===== src/hw/rtl/gbct_pkg.sv =====
`timescale 1ns / 1ps
// -----------------------------------------------------------------------------
// gbct_pkg
// Shared types and constants of the group-by count table: request and
// response payloads, table sizes, and the controller/datapath interface.
// -----------------------------------------------------------------------------
package gbct_pkg;

   localparam int CAPACITY   = 64;
   localparam int KEY_BITS   = 64;
   localparam int COUNT_BITS = 32;
   localparam int IDX_BITS   = (CAPACITY > 1) ? $clog2(CAPACITY) : 1;
   localparam int USED_BITS  = $clog2(CAPACITY + 1);

   localparam int ROW_KEY_W     = 64;
   localparam int GROUP_KEY_W   = 64;
   localparam int GROUP_COUNT_W = 32;

   localparam logic OP_COUNT = 1'b0;
   localparam logic OP_DRAIN = 1'b1;

   typedef struct packed {
      logic                 op;
      logic [ROW_KEY_W-1:0] row_key;
      logic                 row_selected;
   } req_type;

   typedef struct packed {
      logic [GROUP_KEY_W-1:0]   group_key;
      logic [GROUP_COUNT_W-1:0] group_count;
      logic                     group_present;
      logic                     group_last;
      logic                     groups_dropped;
   } rsp_type;

   typedef struct packed {
      logic load_key;
      logic clear_idx;
      logic inc_idx;
      logic rd;
      logic write_hit;
      logic alloc;
      logic emit_entry;
      logic emit_empty;
      logic clear_table;
   } cmd_type;

   typedef struct packed {
      logic hit;
      logic used_zero;
      logic idx_last;
   } status_type;

endpackage


===== src/hw/rtl/gbct_ctrl.sv =====
`timescale 1ns / 1ps
// -----------------------------------------------------------------------------
// gbct_ctrl
// Controller of the group-by count table. Sequences the linear key search,
// entry allocation and the drain sweep, one request at a time.
// -----------------------------------------------------------------------------
module gbct_ctrl (
   input  logic                   clock,
   input  logic                   reset,
   input  logic                   start,
   input  logic                   req_op,
   input  logic                   req_selected,
   input  gbct_pkg::status_type   status,
   output gbct_pkg::cmd_type      cmd,
   output logic                   busy
);

   typedef enum logic [2:0] {
      ST_IDLE,
      ST_READ,
      ST_CMP,
      ST_ALLOC,
      ST_DRAIN_READ,
      ST_DRAIN_EMIT
   } state_type;

   state_type state_ff;
   state_type state_in;

   always_comb begin
      cmd      = '0;
      state_in = state_ff;
      unique case (state_ff)
         ST_IDLE: begin
            if (start) begin
               if (req_op == gbct_pkg::OP_DRAIN) begin
                  if (status.used_zero) begin
                     cmd.emit_empty  = 1'b1;
                     cmd.clear_table = 1'b1;
                  end else begin
                     cmd.clear_idx = 1'b1;
                     state_in      = ST_DRAIN_READ;
                  end
               end else if (req_selected) begin
                  cmd.load_key  = 1'b1;
                  cmd.clear_idx = 1'b1;
                  state_in      = status.used_zero ? ST_ALLOC : ST_READ;
               end
            end
         end
         ST_READ: begin
            cmd.rd   = 1'b1;
            state_in = ST_CMP;
         end
         ST_CMP: begin
            if (status.hit) begin
               cmd.write_hit = 1'b1;
               state_in      = ST_IDLE;
            end else if (status.idx_last) begin
               state_in = ST_ALLOC;
            end else begin
               cmd.inc_idx = 1'b1;
               state_in    = ST_READ;
            end
         end
         ST_ALLOC: begin
            cmd.alloc = 1'b1;
            state_in  = ST_IDLE;
         end
         ST_DRAIN_READ: begin
            cmd.rd   = 1'b1;
            state_in = ST_DRAIN_EMIT;
         end
         ST_DRAIN_EMIT: begin
            cmd.emit_entry = 1'b1;
            if (status.idx_last) begin
               cmd.clear_table = 1'b1;
               state_in        = ST_IDLE;
            end else begin
               cmd.inc_idx = 1'b1;
               state_in    = ST_DRAIN_READ;
            end
         end
         default: begin
            state_in = ST_IDLE;
         end
      endcase
   end

   always_ff @(posedge clock) begin
      if (reset) begin
         state_ff <= ST_IDLE;
      end else begin
         state_ff <= state_in;
      end
   end

   assign busy = (state_ff != ST_IDLE);

endmodule


===== config.mk =====
export PLATFORM = sky130hd
export DESIGN_NAME = gbct_ctrl
export DESIGN_NICKNAME = d
export VERILOG_FILES = /design/src/hw/rtl/gbct_pkg.sv /design/src/hw/rtl/gbct_ctrl.sv
export SDC_FILE = /design/constraint.sdc
export NUM_CORES = 1
export LEC_CHECK = 0
export ABC_AREA = 1
export BUFFER_PORTS_ARGS = -buffer_cell sky130_fd_sc_hd__buf_4
export CORE_AREA = 2 2 39 41
export DETAILED_ROUTE_END_ITERATION = 16
export DIE_AREA = 0 0 41 43
export SLEW_MARGIN = 20
export SYNTH_ARGS = -nofsm -noshare
export SYNTH_HDL_FRONTEND = slang
export SYNTH_SLANG_ARGS = --single-unit

===== constraint.sdc =====
create_clock -name clock -period 1.65 [get_ports clock]
set_input_delay 0.2475 -clock clock [delete_from_list [all_inputs] [get_ports clock]]
set_output_delay 0.2475 -clock clock [all_outputs]
set_load 0.01 [all_outputs]

==> flow_metrics.tcl <==
set metrics [dict create \
    p_leak_nw 0.248 \
    die_h_um 43 \
    hold_viol_final 0 \
    drive_gt1_frac 0.457 \
    grt.total_usage 0.108 \
    tns_ns 0 \
    cp-start-kind "flop" \
    finalClockSkew_ns 0.000864 \
    ant_nets 0 \
    final_nets 79 \
    area_growth_pct 63.3 \
    crit_arrival_ns 1.25 \
    overflow 0 \
    post_cts_buffers 0 \
    synth_top_area_share 0.212 \
    crit_buf_inv 2 \
    ff2ff_setup_slack_ns 0.62 \
    antenna_found_initial 0 \
    cts.sinks 3 \
    grt_setup_unrepaired "no" \
    rows 14 \
    gp_congestion 0.785 \
    synth-seq-cells 3 \
    stdcell_count 86 \
    ys_seq_area_frac 0.212 \
    post-route-util 0.334 \
    ioPinCount 18 \
    ys_types 16 \
    dr.pass1.iters 4 \
    netlist_area_um2 283 \
    antenna_cells 0 \
    top_regs "state_ff x3" \
    die_x_um 41 \
    largest_reg_flops 3 \
    cts_buffers 3 \
    max_freq_mhz 667 \
    finalCritPeriodShare 0.908 \
    avgViaCountPerCell 4.21 \
    status "completed" \
    synthTopCellsByArea "dfxtp_1 21%, nor2_1 12%, nand2_1 11%" \
    post_drt_wl_per_cell_um 8.55 \
    critPathKind "reg -> out" \
    layout_min_cycle_time_ns 1.50 \
    crit_path_end_kind "output pin" \
    syn_avg_cell_area_um2 5.77 \
    largest-register "state_ff" \
    worstPathRequired_ns 1.40 \
    synth_top_area_cell "dfxtp_1" \
    ys_warn_count 0 \
    coreArea_mm2 0.00138 \
    synth_nets 57 \
    maxSlewViolCount 0 \
    dp_hpwl_um 624 \
    max_slew_margin 0.801 \
    cp_max_fo 8 \
    tightestPinTransition_ns 0.298 \
    htree_levels 1 \
    place_inst 82 \
    grt_pass1_wl_mm 1.30 \
    wl_um 735 \
    p_per_area_mw_per_mm2 845 \
    hold_path.class "in -> reg" \
    start_util 0.204 \
    maxCapViolations 0 \
    drtIter0Drc 6 \
    clockBufferDepth 2 \
    synthCells 49 \
    dpl_cell_area_um2 430 \
    port_buffers 17 \
    drc 0 \
    cpPeakStageDelay_ns 0.38 \
    clk_pin_slew_ns 0.04 \
    cts_tree "built" \
    via_count 362 \
    clk-insertion-delay-late_ns 0.23 \
    grt_max_degree 9 \
    ir_drop_uv 468 \
    cts-root-buf "clkbuf_4" \
    setup_viol 0 \
    worst_path_max_delay_cell "dfxtp_1" \
    cp_top_family "simple AND/OR/NAND/NOR gates" \
    die_area_mm2 0.00176 \
    crit_path_cell_trace "nor2_4 -> nand2_4 -> inv_2 -> nand2_2 -> nor3_2 -> buf_4" \
    final_area_um2 462 \
    grt_pass1_vias 345 \
]
==> placed cells by master (no fill, tap or decap) <==
cell type,count
nand2_2,3
dfxtp_1,3
o21ai_0,2
nor2_2,3
o21a_1,1
inv_1,6
clkbuf_1,1
inv_2,3
nor3_2,1
nor4_1,1
nor2_4,1
nor3_1,1
a21oi_1,1
nor2_1,9
clkbuf_4,3
o22ai_1,1
nand3_1,4
nand2_1,8
buf_4,17
nand2_4,1
==> Yosys cell counts, drive strengths merged <==
master  instances
o21ai           2
inv             9
dfxtp           3
o22ai           1
nor2           13
nor3            2
a21oi           1
nand3           4
o21a            1
nor4            1
nand2          12
==> final timing paths <==
path,from,endpoint,depth (start not counted)
setup / recovery,state_ff[2]$_SDFFE_PP0P_,cmd[8],6
hold / removal,reset,state_ff[0]$_SDFFE_PP0P_,4
setup reg to reg,state_ff[2]$_SDFFE_PP0P_,state_ff[2]$_SDFFE_PP0P_,3
hold reg to reg,state_ff[1]$_SDFFE_PP0P_,state_ff[0]$_SDFFE_PP0P_,4
==> area by class of cell <==
cell class	count	area, µm²
Fill cell	156	922
Multi-Input combinational cell	37	194
Timing Repair Buffer	17	128
Sequential cell	3	60.1
Inverter	9	33.8
Clock buffer	4	26.3
Tap cell	16	20.0
==> per-layer routing <==
| layer | up-vias | share of wire | GRT usage | routed length, µm |
|---|---|---|---|---|
| met5 | - | 0 | 0 | 0 |
| li1 | 195 | - | - | - |
| met4 | 0 | 0 | 0.0200 | 0 |
| met3 | 0 | 0.067 | 0.0785 | 49 |
| met1 | 160 | 0.42 | 0.129 | 307 |
| met2 | 7 | 0.52 | 0.156 | 379 |
==> per-stage QoR <==
stage,total power (W),worst slack (ns),hold WS (ns)
finish,0.000390,0.151,0.297
global route,0.000421,0.0349,0.322
CTS,0.000394,0.0861,0.295
detailed placement,0.000258,0.344,0.544
global placement,0.000257,0.378,0.544
floorplan,0.000193,0.448,0.436
==> power breakdown <==
group	switching [W]	internal [W]
sequential	0.0000143	0.0000810
combinational	0.0000897	0.0000741
clock	0.0000403	0.0000908
==> kinds of logic after synthesis <==
family	after synthesis	share of synthesized area
flip-flops	3	0.212
AND/OR/NAND/NOR	32	0.566
AO/OA/AOI/OAI	5	0.102
buffers and inverters	9	0.119
==> what timing repair did <==
action | CTS | global route
endpoints found under the setup margin | 0 | 1
hold buffers | 0 | 0
resized for setup | 0 | 1
==> worst register-to-register path, stage by stage, from the launching register on <==
cell and delay [ns]:
dfxtp_1 0.48, nand3_1 0.20, o21a_1 0.22, nor2_2 0.07
Power figures use the tool's default switching activity.
